`config.mk`:
```
export PLATFORM = sky130hd
export DESIGN_NAME = escape_sequence_decoder_core
export DESIGN_NICKNAME = d
export VERILOG_FILES = /design/src/sv/esd_pkg.sv /design/src/sv/escape_sequence_decoder_core.sv /design/src/sv/esd_front.sv /design/src/sv/esd_fifo.sv /design/src/sv/esd_back.sv
export SDC_FILE = /design/constraint.sdc
export NUM_CORES = 1
export LEC_CHECK = 0
export BUFFER_PORTS_ARGS = -buffer_cell sky130_fd_sc_hd__buf_2
export CAP_MARGIN = 0
export CORE_MARGIN = 2
export CORE_UTILIZATION = 25
export CTS_BUF_LIST = sky130_fd_sc_hd__clkbuf_16
export DETAILED_ROUTE_END_ITERATION = 6
export GPL_TIMING_DRIVEN = 0
export PLACE_DENSITY_LB_ADDON = 0.25
export SETUP_SLACK_MARGIN = 0.05
export SYNTH_ARGS = -nofsm -noshare
export SYNTH_HDL_FRONTEND = slang
export SYNTH_SLANG_ARGS = --single-unit
```
`constraint.sdc`:
```
create_clock -name i_clk -period 5.3 [get_ports i_clk]
set_input_delay 0.265 -clock i_clk [delete_from_list [all_inputs] [get_ports i_clk]]
set_output_delay 0.265 -clock i_clk [all_outputs]
set_load 0.02 [all_outputs]
```
`src/sv/esd_pkg.sv`:
```
// Shared types and constants for the escape sequence decoder.
package esd_pkg;

    localparam logic KIND_DATA = 1'b0;
    localparam logic KIND_END  = 1'b1;

    // One result beat.
    typedef struct packed {
        logic       kind;
        logic [7:0] out_byte;
    } t_res;

    // Up to two result beats produced by one input beat.
    typedef struct packed {
        logic [1:0] cnt;
        t_res       r0;
        t_res       r1;
    } t_pair;

endpackage

```
`src/sv/escape_sequence_decoder_core.sv`:
```
// Top level of the backslash escape decoder.
//
// Input channel: i_valid / o_ready carry one beat per string byte (i_op low,
// byte on i_in_byte) or an end of string beat (i_op high). Output channel:
// o_valid / i_ready carry decoded data bytes (o_kind low) and the end marker
// (o_kind high, o_out_byte zero). Decoded zero bytes are dropped.
// Throughput: one input beat per cycle while the queue has room, and one
// output beat per cycle while the receiver is ready. An input beat gives
// zero, one or two output beats; a beat that gives two holds the back end
// for both of its output beats, so a sustained run of such beats drains at
// half rate once the queue fills. The first result of an accepted beat is
// written into the queue and then loaded from the queue into the back end's
// output register, which drives the outputs.
// When the receiver stalls, the output register holds its beat, the queue
// keeps taking results and o_ready falls only when the queue is full.
// Synchronous active-low reset returns the escape state machine to idle
// with no escape pending and empties the queue and the output register.
module escape_sequence_decoder_core #(
    parameter int QUEUE_DEPTH = 4
) (
    input  logic       i_clk,
    input  logic       i_rst_n,
    input  logic       i_valid,
    output logic       o_ready,
    input  logic       i_op,
    input  logic [7:0] i_in_byte,
    output logic       o_valid,
    input  logic       i_ready,
    output logic       o_kind,
    output logic [7:0] o_out_byte
);
    import esd_pkg::*;

    logic  push;
    logic  pop;
    logic  full;
    logic  empty;
    t_pair push_pair;
    t_pair pop_pair;

    // Front end classifies each byte and updates the escape state.
    esd_front u_front (
        .i_clk     (i_clk),
        .i_rst_n   (i_rst_n),
        .i_valid   (i_valid),
        .o_ready   (o_ready),
        .i_op      (i_op),
        .i_in_byte (i_in_byte),
        .i_full    (full),
        .o_push    (push),
        .o_pair    (push_pair)
    );

    // The queue decouples byte intake from the output handshake.
    esd_fifo #(
        .DEPTH (QUEUE_DEPTH)
    ) u_fifo (
        .i_clk   (i_clk),
        .i_rst_n (i_rst_n),
        .i_push  (push),
        .i_pair  (push_pair),
        .o_full  (full),
        .i_pop   (pop),
        .o_empty (empty),
        .o_pair  (pop_pair)
    );

    // Back end serializes each queued pair into output beats.
    esd_back u_back (
        .i_clk      (i_clk),
        .i_rst_n    (i_rst_n),
        .i_empty    (empty),
        .i_pair     (pop_pair),
        .o_pop      (pop),
        .o_valid    (o_valid),
        .i_ready    (i_ready),
        .o_kind     (o_kind),
        .o_out_byte (o_out_byte)
    );

endmodule

```
`src/sv/esd_front.sv`:
```
// Front end: accepts input beats, runs the escape state machine, queues the results.
module esd_front (
    input  logic          i_clk,
    input  logic          i_rst_n,
    input  logic          i_valid,
    output logic          o_ready,
    input  logic          i_op,
    input  logic [7:0]    i_in_byte,
    input  logic          i_full,
    output logic          o_push,
    output esd_pkg::t_pair o_pair
);
    import esd_pkg::*;

    typedef enum logic [2:0] {
        MODE_IDLE,
        MODE_BSL,
        MODE_HEX0,
        MODE_HEX1,
        MODE_OCT1,
        MODE_OCT2
    } t_mode;

    localparam logic [7:0] CH_BSL  = 8'h5c;
    localparam logic [7:0] CH_X    = 8'h78;
    localparam logic [7:0] CH_0    = 8'h30;
    localparam logic [7:0] CH_3    = 8'h33;
    localparam logic [7:0] CH_7    = 8'h37;
    localparam logic [7:0] CH_9    = 8'h39;
    localparam logic [7:0] CH_LA   = 8'h61;
    localparam logic [7:0] CH_LF   = 8'h66;
    localparam logic [7:0] CH_UA   = 8'h41;
    localparam logic [7:0] CH_UF   = 8'h46;
    localparam logic [7:0] CH_B    = 8'h62;
    localparam logic [7:0] CH_N    = 8'h6e;
    localparam logic [7:0] CH_R    = 8'h72;
    localparam logic [7:0] CH_T    = 8'h74;

    t_mode      r_mode, n_mode;
    logic [7:0] r_value, n_value;

    logic       accept;
    logic       hex_ok;
    logic [3:0] hex_val;
    logic       oct_ok;
    logic       flush_en;
    logic [7:0] flush_val;
    logic       emit_en;
    logic [7:0] emit_val;
    logic       end_en;
    logic       run_idle;
    logic [7:0] simple_val;

    assign accept  = i_valid && !i_full;
    assign o_ready = !i_full;

    always_comb begin
        hex_ok  = 1'b1;
        hex_val = 4'd0;
        if (i_in_byte >= CH_0 && i_in_byte <= CH_9) begin
            hex_val = 4'(i_in_byte - CH_0);
        end else if (i_in_byte >= CH_LA && i_in_byte <= CH_LF) begin
            hex_val = 4'(i_in_byte - CH_LA + 8'd10);
        end else if (i_in_byte >= CH_UA && i_in_byte <= CH_UF) begin
            hex_val = 4'(i_in_byte - CH_UA + 8'd10);
        end else begin
            hex_ok = 1'b0;
        end
    end

    assign oct_ok = (i_in_byte >= CH_0) && (i_in_byte <= CH_7);

    always_comb begin
        case (i_in_byte)
            CH_LA:   simple_val = 8'd7;
            CH_B:    simple_val = 8'd8;
            CH_LF:   simple_val = 8'd12;
            CH_N:    simple_val = 8'd10;
            CH_R:    simple_val = 8'd13;
            CH_T:    simple_val = 8'd9;
            default: simple_val = i_in_byte;
        endcase
    end

    // Decide what this beat flushes, emits and leaves behind.
    always_comb begin
        n_mode    = r_mode;
        n_value   = r_value;
        flush_en  = 1'b0;
        flush_val = r_value;
        emit_en   = 1'b0;
        emit_val  = 8'd0;
        end_en    = 1'b0;
        run_idle  = 1'b0;
        if (i_op) begin
            end_en  = 1'b1;
            n_mode  = MODE_IDLE;
            n_value = 8'd0;
            case (r_mode)
                MODE_BSL: begin
                    flush_en  = 1'b1;
                    flush_val = CH_BSL;
                end
                MODE_HEX1, MODE_OCT1, MODE_OCT2: flush_en = 1'b1;
                default: flush_en = 1'b0;
            endcase
        end else begin
            case (r_mode)
                MODE_BSL: begin
                    if (i_in_byte == CH_X) begin
                        n_mode  = MODE_HEX0;
                        n_value = 8'd0;
                    end else if (i_in_byte >= CH_0 && i_in_byte <= CH_3) begin
                        n_mode  = MODE_OCT1;
                        n_value = i_in_byte - CH_0;
                    end else begin
                        n_mode   = MODE_IDLE;
                        emit_en  = 1'b1;
                        emit_val = simple_val;
                    end
                end
                MODE_HEX0: begin
                    if (hex_ok) begin
                        n_mode  = MODE_HEX1;
                        n_value = {4'd0, hex_val};
                    end else begin
                        run_idle = 1'b1;
                    end
                end
                MODE_HEX1: begin
                    if (hex_ok) begin
                        emit_en  = 1'b1;
                        emit_val = {r_value[3:0], hex_val};
                        n_mode   = MODE_IDLE;
                        n_value  = 8'd0;
                    end else begin
                        flush_en = 1'b1;
                        run_idle = 1'b1;
                    end
                end
                MODE_OCT1: begin
                    if (oct_ok) begin
                        n_mode  = MODE_OCT2;
                        n_value = {r_value[4:0], i_in_byte[2:0]};
                    end else begin
                        flush_en = 1'b1;
                        run_idle = 1'b1;
                    end
                end
                MODE_OCT2: begin
                    if (oct_ok) begin
                        emit_en  = 1'b1;
                        emit_val = {r_value[4:0], i_in_byte[2:0]};
                        n_mode   = MODE_IDLE;
                        n_value  = 8'd0;
                    end else begin
                        flush_en = 1'b1;
                        run_idle = 1'b1;
                    end
                end
                default: run_idle = 1'b1;
            endcase
            if (run_idle) begin
                n_value = 8'd0;
                if (i_in_byte == CH_BSL) begin
                    n_mode = MODE_BSL;
                end else begin
                    n_mode   = MODE_IDLE;
                    emit_en  = 1'b1;
                    emit_val = i_in_byte;
                end
            end
        end
    end

    // Pack the nonzero data beats and the end marker into the queue entry.
    always_comb begin
        t_res list [3];
        logic [1:0] cnt;
        list[0] = '0;
        list[1] = '0;
        list[2] = '0;
        cnt     = 2'd0;
        if (flush_en && flush_val != 8'd0) begin
            list[0] = '{kind: KIND_DATA, out_byte: flush_val};
            cnt     = 2'd1;
        end
        if (emit_en && emit_val != 8'd0) begin
            list[cnt] = '{kind: KIND_DATA, out_byte: emit_val};
            cnt       = cnt + 2'd1;
        end
        if (end_en) begin
            list[cnt] = '{kind: KIND_END, out_byte: 8'd0};
            cnt       = cnt + 2'd1;
        end
        o_pair.cnt = cnt;
        o_pair.r0  = list[0];
        o_pair.r1  = list[1];
        o_push     = accept && (cnt != 2'd0);
    end

    always_ff @(posedge i_clk) begin
        if (!i_rst_n) begin
            r_mode  <= MODE_IDLE;
            r_value <= 8'd0;
        end else if (accept) begin
            r_mode  <= n_mode;
            r_value <= n_value;
        end
    end

endmodule

```
`src/sv/esd_fifo.sv`:
```
// Short queue of result pairs between the front and back ends.
module esd_fifo #(
    parameter int DEPTH = 4
) (
    input  logic           i_clk,
    input  logic           i_rst_n,
    input  logic           i_push,
    input  esd_pkg::t_pair i_pair,
    output logic           o_full,
    input  logic           i_pop,
    output logic           o_empty,
    output esd_pkg::t_pair o_pair
);
    import esd_pkg::*;

    localparam int PW = (DEPTH > 1) ? $clog2(DEPTH) : 1;
    localparam int CW = $clog2(DEPTH + 1);
    localparam logic [PW-1:0] LAST = PW'(DEPTH - 1);
    localparam logic [CW-1:0] FULL = CW'(DEPTH);

    t_pair         r_mem [DEPTH];
    logic [PW-1:0] r_wr_ptr, r_rd_ptr;
    logic [CW-1:0] r_count;

    assign o_full  = (r_count == FULL);
    assign o_empty = (r_count == '0);
    assign o_pair  = r_mem[r_rd_ptr];

    always_ff @(posedge i_clk) begin
        if (i_push) begin
            r_mem[r_wr_ptr] <= i_pair;
        end
    end

    always_ff @(posedge i_clk) begin
        if (!i_rst_n) begin
            r_wr_ptr <= '0;
            r_rd_ptr <= '0;
            r_count  <= '0;
        end else begin
            if (i_push) begin
                r_wr_ptr <= (r_wr_ptr == LAST) ? '0 : r_wr_ptr + PW'(1);
            end
            if (i_pop) begin
                r_rd_ptr <= (r_rd_ptr == LAST) ? '0 : r_rd_ptr + PW'(1);
            end
            if (i_push && !i_pop) begin
                r_count <= r_count + CW'(1);
            end else if (!i_push && i_pop) begin
                r_count <= r_count - CW'(1);
            end
        end
    end

endmodule

```
`src/sv/esd_back.sv`:
```
// Back end: splits queued result pairs into single output beats.
module esd_back (
    input  logic           i_clk,
    input  logic           i_rst_n,
    input  logic           i_empty,
    input  esd_pkg::t_pair i_pair,
    output logic           o_pop,
    output logic           o_valid,
    input  logic           i_ready,
    output logic           o_kind,
    output logic [7:0]     o_out_byte
);
    import esd_pkg::*;

    logic r_valid;
    t_res r_res;
    logic r_pend;
    t_res r_pend_res;
    logic load;

    assign load  = !r_valid || i_ready;
    assign o_pop = load && !r_pend && !i_empty;

    always_ff @(posedge i_clk) begin
        if (!i_rst_n) begin
            r_valid <= 1'b0;
            r_pend  <= 1'b0;
        end else if (load) begin
            if (r_pend) begin
                r_valid <= 1'b1;
                r_res   <= r_pend_res;
                r_pend  <= 1'b0;
            end else if (!i_empty) begin
                r_valid    <= 1'b1;
                r_res      <= i_pair.r0;
                r_pend     <= (i_pair.cnt == 2'd2);
                r_pend_res <= i_pair.r1;
            end else begin
                r_valid <= 1'b0;
            end
        end
    end

    assign o_valid    = r_valid;
    assign o_kind     = r_res.kind;
    assign o_out_byte = r_res.out_byte;

endmodule

```
## Yosys cells after proc, flatten, opt, wreduce, memory -nomap -nowiden

Memories as Yosys holds them, arrays and structs flattened. A register that Yosys moved wholly into a read port is not among the register bits.
Cells that the tools add are included.

| cells by class | value |
|---|---|
| add/subtract/negate cells | 11 |
| order comparisons | 12 |
| equality and inequality tests | 23 |
| muxes and demuxes | 77 |
| bitwise gates (word level) | 7 |
| reduce and logical (&&, ||, !) cells | 35 |

Operators with widths:

| cell | number |
|---|---|
| $mux W8 | 18 |
| $eq A8 B7 Y1 const B | 8 |
| $mux W27 | 2 |
| $pmux W8 S6 | 1 |
| $pmux W8 S5 | 1 |
| $demux W9 S2 | 2 |
| $mux W9 | 4 |
| $mux W3 | 10 |
| $bwmux W27 | 1 |
| $and A24 B24 Y24 | 1 |
| $le A8 B6 Y1 const B | 3 |
| $mux W1 | 24 |
| $not A24 Y24 | 1 |
| $pmux W8 S3 | 1 |
| $ge A8 B7 Y1 const B | 2 |
| $le A8 B7 Y1 const B | 2 |
| $ne A4 B2 Y1 const B | 4 |
| $reduce_bool A8 Y1 | 2 |
| $logic_and A1 B1 Y1 | 15 |
| $pmux W3 S5 | 1 |
| $mux W2 | 6 |
| $mux W4 | 3 |
| $eq A3 B3 Y1 const B | 3 |
| $add A4 B4 Y4 const B | 2 |
| other kinds (31) | 48 |

| word-level totals | value |
|---|---|
| register bits | 38 |
| bits in writable memories | 80 |
| logic and storage cells | 177 |
| memories | 1 |

Memory list:

| name | words | width | read ports | clocked after memory_dff | wr ports | RTL line | text |
|---|---|---|---|---|---|---|---|
| u_fifo.r_mem | 4 | 20 | 1 | 1 | 1 | esd_fifo.sv:21 | `t_pair r_mem [DEPTH];` |

## Longest topological paths before layout

Gate-level depths: netlist of the first run.

| depth | value |
|---|---|
| depth in word-level cells | 21 |
| mapped depth | 23 |

## Cells and area by module

A second synthesis of the first run with hierarchy kept.

| unflattened totals | value |
|---|---|
| cell total of the unflattened synthesis | 469 |
| area total of the unflattened synthesis | 6104.6 sq um |

By module, submodules not included:

| module | times used | cells an instance | area each (sq um) | seq. area each (sq um) |
|---|---|---|---|---|
| esd_fifo | 1 | 148 | 3343.2 | 2582.5 |
| esd_front | 1 | 281 | 1963.1 | 220.2 |
| esd_back | 1 | 40 | 798.3 | 580.6 |

## Least setup slack after synthesis of the first run

Ideal clock, no wire load.

| timing path | value |
|---|---|
| path kind | in2reg |
| from | input i_in_byte[3] |
| to | register u_fifo.r_count[2] |
| arrival time | 4.523 ns |
| required time | 5.224 ns |
| path slack | 0.701 ns |
| stages | 21 |
| cells stage by stage | buf_6 -> or4b_4 -> a2bb2o_4 -> a32oi_4 -> or4_1 -> a21oi_1 -> a31oi_1 -> o2111a_1 -> and4_1 -> ha_1 -> and2_1 -> clkbuf_1 -> nor2_1 -> nor2_1 -> nor2_1 -> ha_1 -> inv_1 -> fa_1 -> xor2_1 -> or3_1 -> a21boi_0 |

RTL lines:

| element | RTL line | text |
|---|---|---|
| start, declared | escape_sequence_decoder_core.sv:26 | `input logic [7:0] i_in_byte,` |
| end signal, assigned | esd_fifo.sv:48 | `r_count <= r_count + CW'(1);` |
| end signal, assigned | esd_fifo.sv:50 | `r_count <= r_count - CW'(1);` |
| end, declared | esd_fifo.sv:23 | `logic [CW-1:0] r_count;` |

==> results.yml, run 1 <==
outcome:
  status: "finished clean"
finish:
  fin_nets: 529
  n_antenna_cell: 0
  fill_cells: 2398
  multi_input_area_um2: 2425
  drive_above_1_share: 0.2094
  syn_to_final_growth_pct: 19.02
  seqCellArea_um2: 3383
  finalNonFillerCells: 830
sta:
  skew_ns: 0.008723
  drv_slew: 0
  relSlewSlack: 0.2183
  tightest_slew_ns: 1.173
  period_needed_ns: 4.908
  finalHoldViolCount: 0
  setup_violations: 0
  period_share: 0.9260
  rsz0062_at_grt: "no"
  max_freq_mhz: 203.8
setup_path:
  cp_max_fo: 8
  endpoint_kind: "flop"
  worstSetupPathType: "in -> reg"
  worstPathArrival_ns: 5.23
  cp-start-kind: "primary input"
  cp.required_ns: 5.62
job:
  max-cap-violations: 0
global_route:
  gr-usage-met1: 0.1572
  grt_pass1_vias: 3927
  grt_pass1_wl_mm: 22.14
  grt_usage: 0.1181
  grt_antenna_before_repair: 0
  grt_use_met2: 0.1865
  global_route.usage.met3: 0.02994
  overflow: 0
  top_usage_layer: "met2"
  grt_max_degree: 21
route:
  num_vias: 3851
  drtIter0Drc: 227
  ant_nets: 0
  drt_first_pass_iters: 6
  vias_per_cell: 4.640
  post-route-drc-count: 0
  wl_per_cell_um: 16.71
  totalWireLength_mm: 13.87
cts:
  cts.clk_slew.worst_paths_ns: 0.05
  root_buffer: "clkbuf_16"
  postCtsHoldBufs: 0
  clock_path_buffers: 2
  cts_tree: "yes"
  clock-sinks: 120
  tritoncts.num_buffers: 17
  worstSkewPairLatency_ns: 0.41
  h-tree-depth: 4
min_path:
  worstHoldPathType: "in -> reg"
floorplanning:
  core_um2: 23400
  start_util: 0.2544
  row_count: 56
  ios: 24
  die_w_um: 158.3
  fp.dieH_um: 158.3
  die-area_um2: 25060
place:
  gp_congestion: 0.8521
  port_buffers: 20
  dp_hpwl_mm: 9.561
  placed_cells: 799
synth:
  synth.distinct_cells: 71
  synth.yosys.seq_area_share: 0.5683
  yosysWarnings: 0
  synth.avg_cell_area_um2: 12.94
  syn_area_um2: 5953
  async_flop_share: 0
  syn_nets: 491
  syn_inst: 460
  synth_edf_count: 98
  synth_ff_type: "edfxtp_1"
  synth-seq-cells: 120
power_and_ir_drop:
  ir_drop_uv: 217.7
  p_per_area_nw_per_um2: 418.9
  leakage_nw: 2.374
  total_power_w: 0.002968
-- cells by family after synthesis --
family	Yosys count	share of synthesized area
mux	35	0.09920
buf+inv	42	0.03068
xor+xnor	5	0.007357
flops	120	0.5683
simple gates	155	0.1440
compound gates	85	0.1114
fa+ha+maj	18	0.03909
-- cells in the final DEF, fill, tap and decap left out, drive strengths merged, types with 5 or more instances in the layout --
cell / netlist / layout
dfxtp: 22 / 22
nand2b: 6 / 6
and2: 13 / 13
clkinv: 1 / 7
mux2: 12 / 12
nor2b: 15 / 15
nand4: 5 / 5
o21ai: 15 / 15
edfxtp: 98 / 98
inv: 14 / 18
buf: 11 / 32
ha: 17 / 17
nand2: 20 / 20
nor2: 36 / 36
mux4: 18 / 18
a22oi: 6 / 6
a21boi: 8 / 8
mux2i: 5 / 5
nor3: 15 / 15
clkbuf: 16 / 31
a32o: 6 / 6
nand3: 14 / 14
a21oi: 16 / 16
-- final timing paths --
path | start | end | slack (ns) | cells past startpoint
max | i_in_byte[4] | u_fifo.r_count[2] | 0.39 | 20
min | i_ready | u_back.o_valid | 0.18 | 3
max reg2reg | u_front.r_mode[1] | u_fifo.r_count[2] | 0.50 | 20
min reg2reg | u_front.r_value[7] | u_front.r_value[7] | 0.49 | 2
-- layer usage --
metal / part of all wire / wire, um
met3: 0.031 / 425
met1: 0.48 / 6626
met2: 0.48 / 6678
met5: 0 / 0
met4: 0.010 / 142
-- final cells by class --
type | instances | share of cell area
Inverter | 15 | 0.007946
Multi-Input combinational cell | 298 | 0.3422
Sequential cell | 120 | 0.4775
Clock inverter | 15 | 0.02384
Clock buffer | 17 | 0.06004
Buffer | 25 | 0.01695
Timing Repair Buffer | 21 | 0.01519
Tap cell | 319 | 0.05633
-- Yosys cell counts, types with 2 or more instances --
library cell	n	area share
edfxtp_1	98	0.49
buf_2	5	0.0042
buf_6	2	0.0038
inv_1	13	0.0082
a31oi_1	3	0.0032
ha_1	17	0.036
a211oi_1	3	0.0038
xnor2_1	2	0.0029
buf_1	3	0.0019
nor3_1	15	0.013
mux2i_1	5	0.0084
a22oi_1	6	0.0076
nand4_1	5	0.0053
clkbuf_1	16	0.010
a32o_1	6	0.010
nand2b_1	6	0.0063
a21boi_0	7	0.0088
and2_1	13	0.014
nand3b_1	3	0.0038
nor2b_1	15	0.016
a21oi_1	16	0.013
nor2_1	36	0.023
a22o_1	2	0.0029
nand2_1	20	0.013
nand3_1	13	0.011
nor4_1	3	0.0032
a32oi_1	3	0.0044
mux4_2	18	0.068
or4_1	2	0.0025
a221oi_1	3	0.0044
a211o_1	3	0.0044
and3_1	4	0.0042
dfxtp_1	22	0.074
o21a_1	2	0.0025
or2_2	4	0.0042
o21ai_0	14	0.012
mux2_2	12	0.023
xor2_1	3	0.0044
nor3b_1	2	0.0025
or3_1	4	0.0042
-- registers in the layout, indices dropped and copies added, names as in the netlist, 2 cells and up, named ones only --
register,flops
u_back.o_out_byte,8
u_back.r_pend_res,9
u_fifo.r_count,3
u_fifo.r_mem,80
u_fifo.r_rd_ptr,2
u_fifo.r_wr_ptr,2
u_front.r_mode,3
u_front.r_value,8
-- metrics by stage --
| step | hold WS (ns) | setup slack (ns) | TNS [ns] | utilization | instance area (um^2) |
|---|---|---|---|---|---|
| after CTS | 0.1643 | 0.1153 | 0 | 0.3014 | 7054 |
| after floorplan | 0.4273 | 0.7013 | 0 | - | 5953 |
| after detailed placement | 0.4851 | -0.4280 | -32.22 | 0.2757 | 6452 |
| after global placement | 0.4755 | -0.3900 | -30.54 | 0.2757 | 6452 |
| after global routing | 0.2125 | 0.05991 | 0 | 0.3028 | 7086 |
| final | 0.1809 | 0.3922 | 0 | 0.3028 | 7086 |
-- critical path: stages --
cell	delay, ns
buf_2	0.19
ha_1	0.34
and2b_1	0.25
a22oi_1	0.21
a211o_1	0.40
a32oi_2	0.34
o2111ai_1	0.19
a31oi_2	0.31
o2111a_1	0.23
nand4_1	0.15
ha_1	0.34
xor2_1	0.33
nor2_1	0.13
nor2_4	0.19
ha_1	0.21
inv_1	0.07
fa_1	0.37
xor2_1	0.18
or3_1	0.31
a21boi_0	0.20
-- power breakdown --
| group | leakage [nW] | internal [W] | switching (W) | total, W |
|---|---|---|---|---|
| registers | 1.09 | 0.00117 | 0.0000476 | 0.00122 |
| clock network | 0.304 | 0.000770 | 0.000376 | 0.00115 |
| logic | 0.983 | 0.000265 | 0.000339 | 0.000604 |
| total | 2.37 | 0.00221 | 0.000763 | 0.00297 |
-- timing repair --
| item | 4_1_cts | 5_1_grt |
|---|---|---|
| cloned | 0 | 0 |
| setup endpoints to repair | 81 | 82 |
| hold endpoints to repair | 0 | 0 |
| buffers inserted | 0 | 1 |
| gates resized for setup | 3 | 9 |
| pin swaps | 0 | 2 |
(Power assumes the default switching activity.)
==> run 2: changes to the inputs <==
--- a/config.mk
+++ b/config.mk
@@ -12,8 +12,8 @@
 export CTS_BUF_LIST = sky130_fd_sc_hd__clkbuf_16
 export DETAILED_ROUTE_END_ITERATION = 6
 export GPL_TIMING_DRIVEN = 0
-export PLACE_DENSITY_LB_ADDON = 0.25
-export SETUP_SLACK_MARGIN = 0.05
+export PLACE_DENSITY = 0.47
+export SETUP_SLACK_MARGIN = 0.5
 export SYNTH_ARGS = -nofsm -noshare
 export SYNTH_HDL_FRONTEND = slang
 export SYNTH_SLANG_ARGS = --single-unit
==> run 2 against run 1 <==
  * Sequential power hardly changed
  * Core utilization grew 0.37 points
  * Flip-flop and latch count unchanged
  * Global-route usage barely moved
  * Combinational power increased by 1%
  * Cell count up 0.84%
  * Register-to-register slack better by 0.35 ns
  * Total power increased by 0.38%
  * Largest cell class unchanged
  * Largest power group unchanged
==> results.yml, run 2 (same netlist as run 1, synthesis figures left out) <==
power_and_ir_drop:
  pwr-share-comb: 0.205
  p_per_area_nw_per_um2: 415.4
  p_sw_frac: 0.2583
  seq_power_share: 0.408
  total_power_w: 0.002980
  ir_drop_uv: 220.6
  internal_power_w: 0.002210
  p_switching_w: 0.0007697
  leakage_nw: 2.418
  p_clk_frac: 0.386
cts:
  worstSkewPairLatency_ns: 0.41
  clock_path_buffers: 2
  tritoncts.num_buffers: 17
  h-tree-depth: 4
  cts.clk_slew.worst_paths_ns: 0.05
  root_buffer: "clkbuf_16"
  postCtsHoldBufs: 0
  cts_tree: "yes"
  clock-sinks: 120
route:
  vias_per_cell: 4.661
  ant_nets: 0
  wl_per_cell_um: 16.72
  num_vias: 3901
  drtIter0Drc: 256
  post-route-drc-count: 0
  drt_first_pass_iters: 4
  totalWireLength_mm: 14.00
global_route:
  grt_antenna_before_repair: 0
  grt_pass1_vias: 3937
  grt_pass1_wl_mm: 22.18
  overflow: 0
  grt_usage: 0.1182
  grt_max_degree: 21
job:
  max-cap-violations: 0
floorplanning:
  core_um2: 23400
  fp.dieH_um: 158.3
  start_util: 0.2544
  ios: 24
  row_count: 56
  die-area_um2: 25060
  die_w_um: 158.3
sta:
  setup_tns_ns: 0
  rsz0062_at_grt: "no"
  period_share: 0.8626
  setup_slack_ns: 0.7281
  tightest_slew_ns: 1.001
  finalHoldViolCount: 0
  period_needed_ns: 4.572
  max_freq_mhz: 218.7
  setup_violations: 0
  drv_slew: 0
  skew_ns: 0.007640
  relSlewSlack: 0.3329
outcome:
  status: "finished clean"
setup_path:
  cp_max_fo: 8
  endpoint_kind: "flop"
  cp.required_ns: 5.63
  worstSetupPathType: "in -> reg"
  worstPathArrival_ns: 4.91
  cp-start-kind: "primary input"
finish:
  drive_above_1_share: 0.2355
  n_antenna_cell: 0
  syn_to_final_growth_pct: 20.49
  regMostFlops: "u_fifo.r_mem"
  largest_register_ffs: 80
  fin_nets: 536
  reg_top3: "u_fifo.r_mem x80, u_back.r_pend_res x9"
  mostFrequentLayoutCells: "98 x edfxtp_1, 34 x nor2_1, 24 x buf_2, 22 x dfxtp_1, 20 x nand2_1"
  layout_commonest_cell: "edfxtp_1"
min_path:
  worstHoldPathType: "in -> reg"
place:
  dp_hpwl_mm: 9.561
  port_buffers: 20
  gp_congestion: 0.8521
  pre_cts_slack_ns: -0.4280
run 2: what timing repair did:
| item | in CTS | in global routing |
|---|---|---|
| endpoints found under the setup margin | 83 | 83 |
| resized for setup | 7 | 24 |
| gates cloned | 0 | 0 |
| pin swaps | 0 | 5 |
| buffers inserted | 0 | 6 |
run 2: final timing paths:
check | startpoint | endpoint | slack [ns] | cells past startpoint
max reg2reg | u_front.r_mode[1] | u_fifo.r_count[2] | 0.85 | 20
min | i_ready | u_back.o_valid | 0.18 | 3
min reg2reg | u_front.r_value[7] | u_front.r_value[7] | 0.48 | 2
max | i_in_byte[4] | u_fifo.r_count[2] | 0.73 | 20
run 2: final cells by class:
type / instances / area (um^2)
inverters: 15 / 56.30
well taps: 319 / 399.1
fillers: 2398 / 16230
flip-flops and latches: 120 / 3383
clock buffers: 17 / 425.4
clock inverters: 15 / 168.9
multi-input cells: 298 / 2459
plain buffers: 27 / 131.4
repair buffers: 26 / 150.1
run 2: critical path: stages:
cell	delay, ns
buf_2	0.20
ha_2	0.29
and2b_1	0.23
a22oi_1	0.21
a211o_1	0.41
a32oi_4	0.28
o2111ai_1	0.19
a31oi_2	0.30
o2111a_1	0.23
nand4_1	0.15
ha_1	0.37
xor2_2	0.25
nor2_1	0.12
nor2_4	0.12
ha_1	0.19
inv_1	0.07
fa_1	0.37
xor2_1	0.18
or3_1	0.32
a21boi_1	0.16
run 2: metal layers:
layer,share of wire,track usage,up-vias
met3,0.043,0.02994,11
met2,0.48,0.1872,95
li1,-,-,1855
met5,0,0,-
met1,0.46,0.1572,1940
met4,0.013,0.04247,0
run 2: per-stage QoR:
step	util	hold WS, ns	std cells	cell area, um^2
floorplan	-	0.4273	460	5953
global route	0.3065	0.2125	837	7173
detailed placement	0.2757	0.4851	799	6452
CTS	0.3016	0.1643	831	7059
global placement	0.2757	0.4755	799	6452
finish	0.3065	0.1795	837	7173
run 2: power by group through the flow:
stage	Sequential [W]	Combinational, W	Clock (W)
after global routing	0.00123	0.000683	0.00122
after detailed placement	0.00124	0.000612	0
final	0.00122	0.000612	0.00115
after floorplan	0.00126	0.000415	0
after global placement	0.00123	0.000605	0
after CTS	0.00122	0.000619	0.00118
